==> config.mk <==
export PLATFORM = sky130hd
export DESIGN_NAME = linear_adsr_envelope_level
export DESIGN_NICKNAME = d
export VERILOG_FILES = /design/src/rtl/adsr_pkg.sv /design/src/rtl/adsr_seg.sv /design/src/rtl/adsr_mul.sv /design/src/rtl/adsr_div_step.sv /design/src/rtl/linear_adsr_envelope_level.sv
export SDC_FILE = /design/constraint.sdc
export NUM_CORES = 2
export LEC_CHECK = 0
export BUFFER_PORTS_ARGS = -buffer_cell sky130_fd_sc_hd__buf_2
export CORE_MARGIN = 2
export CORE_UTILIZATION = 46
export CTS_BUF_LIST = sky130_fd_sc_hd__clkbuf_8
export DETAILED_ROUTE_END_ITERATION = 16
export GPL_TIMING_DRIVEN = 0
export PLACE_DENSITY = 0.68
export RECOVER_POWER = 100
export SYNTH_ARGS = -nofsm -noshare
export SYNTH_HDL_FRONTEND = slang
export SYNTH_HIERARCHICAL = 1
export SYNTH_SLANG_ARGS = --single-unit
==> constraint.sdc <==
create_clock -name clk_i -period 17.68 [get_ports clk_i]
set_clock_uncertainty 0.15 [all_clocks]
set_input_delay 3.536 -clock clk_i [delete_from_list [all_inputs] [get_ports clk_i]]
set_output_delay 3.536 -clock clk_i [all_outputs]
set_load 0.005 [all_outputs]
==> src/rtl/adsr_pkg.sv <==
// shared types and constants of the linear adsr envelope level block
// used by every module in rtl/, no dependencies of its own
`timescale 1ns / 1ps

package adsr_pkg;

  localparam int unsigned TimeW  = 24;              // configured durations
  localparam int unsigned DEndW  = TimeW + 1;       // attack + decay
  localparam int unsigned PosW   = 26;              // position and release end
  localparam int unsigned AmpW   = 12;              // amplitude levels
  localparam int unsigned QuoW   = AmpW;            // ramp step never exceeds a level
  localparam int unsigned ProdW  = AmpW + PosW;     // level delta times offset
  localparam int unsigned DsorW  = PosW + QuoW - 1; // span aligned to top quotient bit
  localparam int unsigned IdxW   = 3;
  localparam int unsigned DataW  = TimeW;
  localparam int unsigned DivSteps = QuoW;

  localparam logic [AmpW-1:0] AMP_MAX = 12'd4095;

  typedef enum logic [IdxW-1:0] {
    REG_ATTACK  = 3'd0,
    REG_DECAY   = 3'd1,
    REG_SUSTAIN = 3'd2,
    REG_RELEASE = 3'd3
  } reg_idx_e;

  // ramp job after segment selection; a clamped level has diff zero
  typedef struct packed {
    logic [AmpW-1:0] lv0;
    logic            down;
    logic [AmpW-1:0] diff;
    logic [PosW-1:0] off;
    logic [PosW-1:0] span;
  } seg_t;

  // restoring divider state
  typedef struct packed {
    logic [AmpW-1:0]  lv0;
    logic             down;
    logic [ProdW-1:0] rem;
    logic [DsorW-1:0] dsor;
    logic [QuoW-1:0]  quo;
  } div_t;

endpackage

==> src/rtl/adsr_seg.sv <==
// segment select stage: picks the ramp, clamps, forms offset and span
// depends on adsr_pkg
`timescale 1ns / 1ps

module adsr_seg (
  input  logic                       clk_i,
  input  logic                       rst_ni,
  input  logic                       valid_i,
  output logic                       ready_o,
  input  logic                       opcode_i,
  input  logic [adsr_pkg::PosW-1:0]  position_i,
  input  logic [adsr_pkg::TimeW-1:0] attack_end_i,
  input  logic [adsr_pkg::DEndW-1:0] decay_end_i,
  input  logic [adsr_pkg::PosW-1:0]  release_end_i,
  input  logic [adsr_pkg::AmpW-1:0]  sustain_i,
  output logic                       valid_o,
  input  logic                       ready_i,
  output adsr_pkg::seg_t             seg_o
);

  logic [adsr_pkg::PosW-1:0] a_end, d_end, t0, t1;
  logic [adsr_pkg::AmpW-1:0] lv0, lv1;
  logic                      hold;
  logic                      valid_q;
  adsr_pkg::seg_t            seg_d, seg_q;

  assign a_end = adsr_pkg::PosW'(attack_end_i);
  assign d_end = adsr_pkg::PosW'(decay_end_i);

  always_comb begin
    t0   = d_end;
    t1   = release_end_i;
    lv0  = sustain_i;
    lv1  = '0;
    hold = 1'b0;
    if (!opcode_i) begin
      if (position_i < a_end) begin
        t0  = '0;
        t1  = a_end;
        lv0 = '0;
        lv1 = adsr_pkg::AMP_MAX;
      end else if (position_i <= d_end) begin
        t0  = a_end;
        t1  = d_end;
        lv0 = adsr_pkg::AMP_MAX;
        lv1 = sustain_i;
      end else begin
        hold = 1'b1;
      end
    end
  end

  always_comb begin
    seg_d.lv0  = lv0;
    seg_d.down = lv1 < lv0;
    seg_d.diff = (lv1 < lv0) ? (lv0 - lv1) : (lv1 - lv0);
    seg_d.off  = position_i - t0;
    seg_d.span = t1 - t0;
    // clamped cases become a zero-step ramp at the clamp level
    if (hold || position_i >= t1 || position_i < t0) begin
      seg_d.lv0  = (hold || position_i < t0) ? lv0 : lv1;
      seg_d.down = 1'b0;
      seg_d.diff = '0;
      seg_d.off  = '0;
      seg_d.span = adsr_pkg::PosW'(1);
    end
  end

  assign ready_o = !valid_q || ready_i;

  always_ff @(posedge clk_i or negedge rst_ni) begin
    if (!rst_ni) begin
      valid_q <= 1'b0;
    end else if (ready_o) begin
      valid_q <= valid_i;
    end
  end

  always_ff @(posedge clk_i) begin
    if (valid_i && ready_o) begin
      seg_q <= seg_d;
    end
  end

  assign valid_o = valid_q;
  assign seg_o   = seg_q;

endmodule

==> src/rtl/adsr_mul.sv <==
// multiply stage: level delta times offset, divisor aligned for the divider
// depends on adsr_pkg
`timescale 1ns / 1ps

module adsr_mul (
  input  logic           clk_i,
  input  logic           rst_ni,
  input  logic           valid_i,
  output logic           ready_o,
  input  adsr_pkg::seg_t seg_i,
  output logic           valid_o,
  input  logic           ready_i,
  output adsr_pkg::div_t div_o
);

  logic           valid_q;
  adsr_pkg::div_t div_d, div_q;

  always_comb begin
    div_d.lv0  = seg_i.lv0;
    div_d.down = seg_i.down;
    div_d.rem  = adsr_pkg::ProdW'(seg_i.diff) * adsr_pkg::ProdW'(seg_i.off);
    div_d.dsor = {seg_i.span, {(adsr_pkg::QuoW - 1){1'b0}}};
    div_d.quo  = '0;
  end

  assign ready_o = !valid_q || ready_i;

  always_ff @(posedge clk_i or negedge rst_ni) begin
    if (!rst_ni) begin
      valid_q <= 1'b0;
    end else if (ready_o) begin
      valid_q <= valid_i;
    end
  end

  always_ff @(posedge clk_i) begin
    if (valid_i && ready_o) begin
      div_q <= div_d;
    end
  end

  assign valid_o = valid_q;
  assign div_o   = div_q;

endmodule

==> src/rtl/adsr_div_step.sv <==
// one registered step of the restoring divider, one quotient bit
// depends on adsr_pkg
`timescale 1ns / 1ps

module adsr_div_step (
  input  logic           clk_i,
  input  logic           rst_ni,
  input  logic           valid_i,
  output logic           ready_o,
  input  adsr_pkg::div_t div_i,
  output logic           valid_o,
  input  logic           ready_i,
  output adsr_pkg::div_t div_o
);

  logic                       ge;
  logic [adsr_pkg::ProdW-1:0] dsor_ext;
  logic                       valid_q;
  adsr_pkg::div_t             div_d, div_q;

  assign dsor_ext = adsr_pkg::ProdW'(div_i.dsor);
  assign ge       = div_i.rem >= dsor_ext;

  always_comb begin
    div_d      = div_i;
    div_d.rem  = ge ? (div_i.rem - dsor_ext) : div_i.rem;
    div_d.dsor = div_i.dsor >> 1;
    div_d.quo  = {div_i.quo[adsr_pkg::QuoW-2:0], ge};
  end

  assign ready_o = !valid_q || ready_i;

  always_ff @(posedge clk_i or negedge rst_ni) begin
    if (!rst_ni) begin
      valid_q <= 1'b0;
    end else if (ready_o) begin
      valid_q <= valid_i;
    end
  end

  always_ff @(posedge clk_i) begin
    if (valid_i && ready_o) begin
      div_q <= div_d;
    end
  end

  assign valid_o = valid_q;
  assign div_o   = div_q;

endmodule

==> src/rtl/linear_adsr_envelope_level.sv <==
// linear adsr envelope level: one amplitude per (opcode, position) query
// output valid after 15 register stages from the input transfer; one item per cycle
// throughput while out_ready_i is high, set by a fully pipelined 12-step restoring
// divider; input is held off in the cycle after a config transfer while end times settle
// every stage has its own valid bit and a skid-free local ready, so bubbles collapse
// async active-low reset clears all valid bits and config registers to zero
`timescale 1ns / 1ps

module linear_adsr_envelope_level (
  input  logic                       clk_i,
  input  logic                       rst_ni,
  // query channel
  input  logic                       in_valid_i,
  output logic                       in_ready_o,
  input  logic                       opcode_i,
  input  logic [adsr_pkg::PosW-1:0]  position_i,
  // result channel
  output logic                       out_valid_o,
  input  logic                       out_ready_i,
  output logic [adsr_pkg::AmpW-1:0]  amplitude_o,
  // config write channel
  input  logic                       cfg_valid_i,
  output logic                       cfg_ready_o,
  input  logic [adsr_pkg::IdxW-1:0]  cfg_index_i,
  input  logic [adsr_pkg::DataW-1:0] cfg_data_i
);

  // config registers
  logic [adsr_pkg::TimeW-1:0] attack_q, decay_q, release_q;
  logic [adsr_pkg::AmpW-1:0]  sustain_q;
  // cumulative end times, registered from the config registers; input transfers
  // are held off in the cycle after a config write so queries always see settled values
  logic [adsr_pkg::DEndW-1:0] d_end_q, d_end_d;
  logic [adsr_pkg::PosW-1:0]  r_end_q, r_end_d;
  logic                       cfg_load;
  logic                       cfg_settle_q;
  logic                       seg_in_valid, seg_in_ready;

  // pipeline links
  logic           seg_valid, seg_ready;
  adsr_pkg::seg_t seg;
  logic           div_valid [adsr_pkg::DivSteps+1];
  logic           div_ready [adsr_pkg::DivSteps+1];
  adsr_pkg::div_t div       [adsr_pkg::DivSteps+1];

  // output register
  logic                      out_valid_q;
  logic [adsr_pkg::AmpW-1:0] amp_q, amp_d;
  logic                      out_load;
  adsr_pkg::div_t            fin;

  // config port: always ready, writes beyond the register list are dropped
  assign cfg_ready_o = 1'b1;
  assign cfg_load    = cfg_valid_i && cfg_ready_o;

  always_ff @(posedge clk_i or negedge rst_ni) begin
    if (!rst_ni) begin
      attack_q  <= '0;
      decay_q   <= '0;
      sustain_q <= '0;
      release_q <= '0;
    end else if (cfg_valid_i) begin
      case (cfg_index_i)
        adsr_pkg::REG_ATTACK:  attack_q  <= cfg_data_i;
        adsr_pkg::REG_DECAY:   decay_q   <= cfg_data_i;
        adsr_pkg::REG_SUSTAIN: sustain_q <= cfg_data_i[adsr_pkg::AmpW-1:0];
        adsr_pkg::REG_RELEASE: release_q <= cfg_data_i;
        default: ;
      endcase
    end
  end

  // end times never overflow: three 24-bit terms fit in 26 bits
  assign d_end_d = adsr_pkg::DEndW'(attack_q) + adsr_pkg::DEndW'(decay_q);
  assign r_end_d = adsr_pkg::PosW'(attack_q) + adsr_pkg::PosW'(decay_q)
                 + adsr_pkg::PosW'(release_q);

  always_ff @(posedge clk_i or negedge rst_ni) begin
    if (!rst_ni) begin
      d_end_q      <= '0;
      r_end_q      <= '0;
      cfg_settle_q <= 1'b0;
    end else begin
      d_end_q      <= d_end_d;
      r_end_q      <= r_end_d;
      cfg_settle_q <= cfg_load;
    end
  end

  // no query enters in the cycle where the end times still trail the registers
  assign seg_in_valid = in_valid_i && !cfg_settle_q;
  assign in_ready_o   = seg_in_ready && !cfg_settle_q;

  // stage 1: segment select and clamping
  adsr_seg u_seg (
    .clk_i         (clk_i),
    .rst_ni        (rst_ni),
    .valid_i       (seg_in_valid),
    .ready_o       (seg_in_ready),
    .opcode_i      (opcode_i),
    .position_i    (position_i),
    .attack_end_i  (attack_q),
    .decay_end_i   (d_end_q),
    .release_end_i (r_end_q),
    .sustain_i     (sustain_q),
    .valid_o       (seg_valid),
    .ready_i       (seg_ready),
    .seg_o         (seg)
  );

  // stage 2: delta times offset
  adsr_mul u_mul (
    .clk_i   (clk_i),
    .rst_ni  (rst_ni),
    .valid_i (seg_valid),
    .ready_o (seg_ready),
    .seg_i   (seg),
    .valid_o (div_valid[0]),
    .ready_i (div_ready[0]),
    .div_o   (div[0])
  );

  // stages 3..14: one quotient bit per stage, msb first
  for (genvar g = 0; g < adsr_pkg::DivSteps; g++) begin : g_div
    adsr_div_step u_step (
      .clk_i   (clk_i),
      .rst_ni  (rst_ni),
      .valid_i (div_valid[g]),
      .ready_o (div_ready[g]),
      .div_i   (div[g]),
      .valid_o (div_valid[g+1]),
      .ready_i (div_ready[g+1]),
      .div_o   (div[g+1])
    );
  end

  // stage 15: apply the truncated step to the start level
  assign fin      = div[adsr_pkg::DivSteps];
  assign amp_d    = fin.down ? (fin.lv0 - fin.quo) : (fin.lv0 + fin.quo);
  assign div_ready[adsr_pkg::DivSteps] = !out_valid_q || out_ready_i;
  assign out_load = div_valid[adsr_pkg::DivSteps] && div_ready[adsr_pkg::DivSteps];

  always_ff @(posedge clk_i or negedge rst_ni) begin
    if (!rst_ni) begin
      out_valid_q <= 1'b0;
    end else if (div_ready[adsr_pkg::DivSteps]) begin
      out_valid_q <= div_valid[adsr_pkg::DivSteps];
    end
  end

  always_ff @(posedge clk_i) begin
    if (out_load) begin
      amp_q <= amp_d;
    end
  end

  assign out_valid_o = out_valid_q;
  assign amplitude_o = amp_q;

  // a live ramp always has offset strictly inside its span
  assert property (@(posedge clk_i) disable iff (!rst_ni)
    seg_valid |-> (seg.diff == '0) || (seg.off < seg.span))
    else $error("ramp offset outside its span");

  // a falling ramp never steps below zero
  assert property (@(posedge clk_i) disable iff (!rst_ni)
    (div_valid[adsr_pkg::DivSteps] && fin.down) |-> (fin.quo <= fin.lv0))
    else $error("falling ramp step exceeds start level");

  // a rising ramp never passes full scale
  assert property (@(posedge clk_i) disable iff (!rst_ni)
    (div_valid[adsr_pkg::DivSteps] && !fin.down) |->
      ({1'b0, fin.lv0} + {1'b0, fin.quo} <= {1'b0, adsr_pkg::AMP_MAX}))
    else $error("rising ramp passes full scale");

  // product entering the divider stays below the span times 2^QuoW, so the quotient fits
  assert property (@(posedge clk_i) disable iff (!rst_ni)
    div_valid[0] |-> (div[0].rem < {div[0].dsor, 1'b0}))
    else $error("product too large for quotient width");

endmodule
Yosys cells after proc, flatten, opt, wreduce, memory -nomap -nowiden. Index checks and enable logic that the tools add are counted. W data, S select, Z words.

$add $sub $neg: 20. Multiply operators: 1. $lt $le $gt $ge: 17. Eq/ne operators: 3. Muxes and demuxes: 30. Reductions and logical operators: 56.

Operators with widths (number): $mux W38 (11); $mux W26 (5); $mux W12 (9); $mux W77 (1); $sub A26 B26 Y26 (2); $add A24 B24 Y25 (2); $ge A38 B26 Y1 (1); $ge A38 B27 Y1 (1); $ge A38 B28 Y1 (1); $ge A38 B29 Y1 (1); $ge A38 B30 Y1 (1); $ge A38 B31 Y1 (1); $ge A38 B32 Y1 (1); $ge A38 B33 Y1 (1); $ge A38 B34 Y1 (1); $ge A38 B35 Y1 (1); $ge A38 B36 Y1 (1); $ge A38 B37 Y1 (1); $mul A12 B26 Y38 (1); $sub A38 B27 Y38 (1); $sub A38 B28 Y38 (1); $sub A38 B29 Y38 (1); $sub A38 B30 Y38 (1); $sub A38 B31 Y38 (1); 23 further kinds (79).

Flip-flop bits (word level): 1255. Input bits: 59. Logic and storage cells: 217.

Logic depth before layout (Yosys ltp).
Word-level depth: 17. Mapped depth: 26. Mapped depth without buffers: 24.

Cells and area by module. The synthesis kept the hierarchy.

By module, submodules not included: adsr_div_step at g_div[0].u_step ... (times used 5, cells each 533, area each 5654.2 µm², sequential area each 2997.9 µm²); adsr_div_step at g_div[10].u_step ... (times used 3, cells each 530, area each 5716.7 µm², sequential area each 2997.9 µm²); adsr_div_step at g_div[7].u_step ... (times used 3, cells each 517, area each 5671.7 µm², sequential area each 2997.9 µm²); adsr_mul (times used 1, cells each 1314, area each 12499.5 µm², sequential area each 2337.2 µm²); adsr_seg (times used 1, cells each 1084, area each 9183.8 µm², sequential area each 2337.2 µm²); linear_adsr_envelope_level (times used 1, cells each 725, area each 8505.7 µm², sequential area each 3788.6 µm²); adsr_div_step at g_div[2].u_step (times used 1, cells each 541, area each 5814.3 µm², sequential area each 2997.9 µm²).

Worst setup path after synthesis. No wires, ideal clock.

Path type: input -> output. Start: input out_ready_i. End: output in_ready_o. Data arrival time: 5978 ps. Required time: 13994 ps. Setup slack: 8016 ps. Stages: 16. Path through: nand2b_1 nand2b_1 nand2b_1 nand2b_1 nand2b_1 nand2b_1 nand2b_1 nand2b_1 nand2b_1 nand2b_1 nand2b_1 nand2b_1 nand2b_1 nand2b_1 nand2b_1 nor2b_1.

RTL lines: start, declared (line linear_adsr_envelope_level.sv:19) `input logic out_ready_i,`; end, declared (line linear_adsr_envelope_level.sv:14) `output logic in_ready_o,`.

Final worst setup path.
Start: input position_i[23] in the netlist's numbering. End: register u_seg.seg_q (netlist bit u_seg/seg_o[8]), data pin.

Word-level cells in the longest chain between the ends: 7. Elaborated cells between the ends (all ways): 16. Classes of those cells: 1 x add/sub; 4 x order compare; 9 x mux; 2 x reduce/logical.

Ends and longest elaborated chain: start, declared (line linear_adsr_envelope_level.sv:16) `input logic [adsr_pkg::PosW-1:0] position_i,`; $le A26 B25 Y1 (line adsr_seg.sv:42) `end else if (position_i <= d_end) begin`; $mux W26 (line adsr_seg.sv:42); $mux W26 (line adsr_seg.sv:37) `if (position_i < a_end) begin`; $mux W26 (line adsr_seg.sv:36) `if (!opcode_i) begin`; $ge A26 B26 Y1 (line adsr_seg.sv:60) `if (hold || position_i >= t1 || position_i < t0) begin`; $logic_or A1 B1 Y1 (2 in series) (line adsr_seg.sv:60); end signal, assigned (line adsr_seg.sv:81) `seg_q <= seg_d;`; end, declared (line adsr_seg.sv:25) `adsr_pkg::seg_t seg_d, seg_q;`.

Parallel ways exist; a longest one is shown, timed or not. A chain may end at the register's enable or synchronous reset.

==> flow_summary_export.csv <==
group,metric,value,unit
placed_design,finalWeightedCongestion,0.9841,
yosys,syn_area,92510,um2
yosys,synth_warnings,6,
worst_setup_path,timing.critical_path.cells,"clkbuf_1 > ha_1 > nand4_1 > nor4_1 > o21ai_0 > nand3_1 > nor2_1 > nor3_1 > a22o_1 > ha_1 > inv_1 > fa_1 > a21o_1 > a21o_1 > a2111oi_0 > o31ai_1 > a31oi_1 > o21ai_0 > o31a_1 > o211a_1 > o311ai_0 > clkbuf_1 > clkbuf_1 > nor2_1",
yosys,synthCells,9048,
outcome,failed_checks,"max-capacitance violations, max-slew violations",
outcome,run_status,"finished, violations left",
clock_network,cts-hold-fix-buffers,0,
worst_setup_path,most_numerous_cell_on_the_critical_path,"sky130_fd_sc_hd__clkbuf_1",
grt,gr-usage-all-layers,25.12,%
worst_setup_path,critical_path.startpoint_type,"input pin",
die,fp.coreArea,199900,um2
clock_network,clockBufferDepth,3,
timing,fin_tns_setup,0,ns
timing,minimum_clock_period,12.02,ns
cells_and_area,flow.area_growth_from_synthesis,8.908,%
clock_network,clk_pin_slew_worst_paths,0.07,ns
worst_setup_path,critical-path-max-stage-delay,1.53,ns
timing,setup_viol,0,
clock_network,num_cts_buffers,228,
route,post_drt_via_cell_ratio,5.708,
route,drc,0,
timing,maximum_clock_frequency,83.18,MHz
clock_network,h-tree-depth,4,
route,wl_per_cell,21.35,um
worst_setup_path,critPathRequiredTime,18.23,ns
die,initial_cell_density_of_the_core,46.29,%
route,detailroute.via_count,69720,
placed_design,place_hpwl,207.6,mm
worst_setup_path,critical_path.max_fanout,10,
power_and_ir_drop,p_leak,42.22,nW
clock_network,clock_sink_count,1365,
timing,final.hold.worst_slack,0.2576,ns
die,floorplan.io_pins,74,
flow_run,maxCapViolations,30,
route,tritonroute_pass_1_iters,8,
clock_network,clk_latency,1.00,ns
grt,grt_remaining_overflow,0,
clock_network,clk_root_buffer_cell,"sky130_fd_sc_hd__clkbuf_8",
die,die_height,452.5,um
timing,slew_headroom,-197.8,%
timing,finalMaxSlewViolations,1392,
power_and_ir_drop,largest_vdd_supply_drop,0.2397,mV
cells_and_area,design.final.nets,10440,
cells_and_area,layout-drive-gt1-share,6.415,%
clock_network,cts_tree,"done",
grt,grt_antenna_before_repair,21,
clock_network,cts_repair_resize_count,0,
cells_and_area,layout_commonest_cell,"sky130_fd_sc_hd__edfxtp_1",
worst_setup_path,worstSetupPathType,"in2reg",
power_and_ir_drop,finalPower,0.01676,W
worst_setup_path,worst_ep_arrival,12.57,ns
grt,grt_start_max_net_pins,85,
die,die_w,452.5,um
worst_setup_path,cpMaxStageDelayCell,"sky130_fd_sc_hd__o311ai_0",
grt,wire_length_of_the_first_global_routing_pass,397.8,mm
placed_design,port_buffers,72,
hold_path,hold_class,"reg2reg",
cells_and_area,final_cell_mix,"1,214 x sky130_fd_sc_hd__edfxtp_1, 1,017 x sky130_fd_sc_hd__inv_1, 866 x sky130_fd_sc_hd__a21oi_1",
worst_setup_path,endpoint_kind,"flop",
timing,worst-slew-pin-transition,4.467,ns
worst_setup_path,r2r_slack,7.83,ns
power_and_ir_drop,powerDensity,166.4,nW/um2
clock_network,post_cts.repair.setup_buffers,0,
timing,layout_worst_path_cycle_share,68.00,%
die,placementRows,164,
route,detail-route-antenna-nets,0,
route,wirelength,260.8,mm
timing,unrepaired_setup_endpoints_after_global_routing,"false",
yosys,synth_area_per_cell,10.22,um2
cells_and_area,fillerInstances,18322,
route,drt_first_iter_violations,6713,
grt,grt_pass1_vias,67995,
timing,final_hold_viol_count,0,
die,design.die.area,204700,um2
==> critical path, delay by kind of cell <==
| kind | cells | cell delay [ns] |
|---|---|---|
| adders and majority gates | 3 | 1.00 |
| buffers and inverters | 4 | 1.26 |
| AOI/OAI and AO/OA | 11 | 4.41 |
| and+or+nand+nor | 6 | 2.36 |
==> per-layer routing <==
layer / vias to the layer above / track usage, % / wire (um)
met1: 33565 / 34.42 / 114200
met2: 2666 / 39.42 / 116100
met5: - / 0 / 138
met3: 593 / 4.324 / 18710
li1: 32876 / - / -
met4: 20 / 10.46 / 11550
==> layout make-up <==
class,instances,area (um2),area share (%)
flip-flops and latches,1365,40230,39.93
multi-input cells,6363,46620,46.27
repair buffers,86,400.4,0.3974
plain buffers,363,1562,1.550
well taps,2656,3323,3.298
clock buffers,240,3303,3.278
clock inverters,172,1679,1.667
diodes,3,7.507,0.007451
inverters,967,3630,3.603
==> sequential cells by signal, indices dropped and copies added (netlist names), 24 cells and up <==
signal / flops
u_mul/div_o: 77
decay_q: 24
r_end_q: 26
release_q: 24
attack_q: 24
u_seg/seg_o: 77
d_end_q: 25
g_div.u_step/div_o: 1048
==> final timing paths <==
check | start | endpoint | cells past startpoint
max | position_i[23] | u_seg/seg_o[8] | 24
min | g_div[1].u_step/div_o[93] | g_div[2].u_step/div_o[93] | 0
max reg2reg | attack_q[22] | u_seg/seg_o[8] | 24
min reg2reg | g_div[1].u_step/div_o[93] | g_div[2].u_step/div_o[93] | 0
max in group asynchronous | rst_ni | g_div[2].u_step/valid_o | 2
min in group asynchronous | rst_ni | decay_q[22] | 1
==> stage by stage <==
stage	cell area, um2	instances	setup WS (ns)	util [%]
CTS	101600	12212	7.012	50.85
floorplan	92550	9058	8.016	-
global route	100800	12213	5.203	50.41
finish	100800	12215	5.658	50.41
detailed placement	96650	11800	6.753	48.36
global placement	96230	11786	6.846	48.15
==> power by group <==
part           switching (W)  leakage (nW)  internal (W)  total (W)
Clock                0.00135          2.72       0.00168    0.00303
Combinational        0.00566          26.3       0.00346    0.00912
Sequential          0.000331          13.2       0.00428    0.00462
Total                0.00734          42.2       0.00942     0.0168
(Power assumes the default switching activity.)
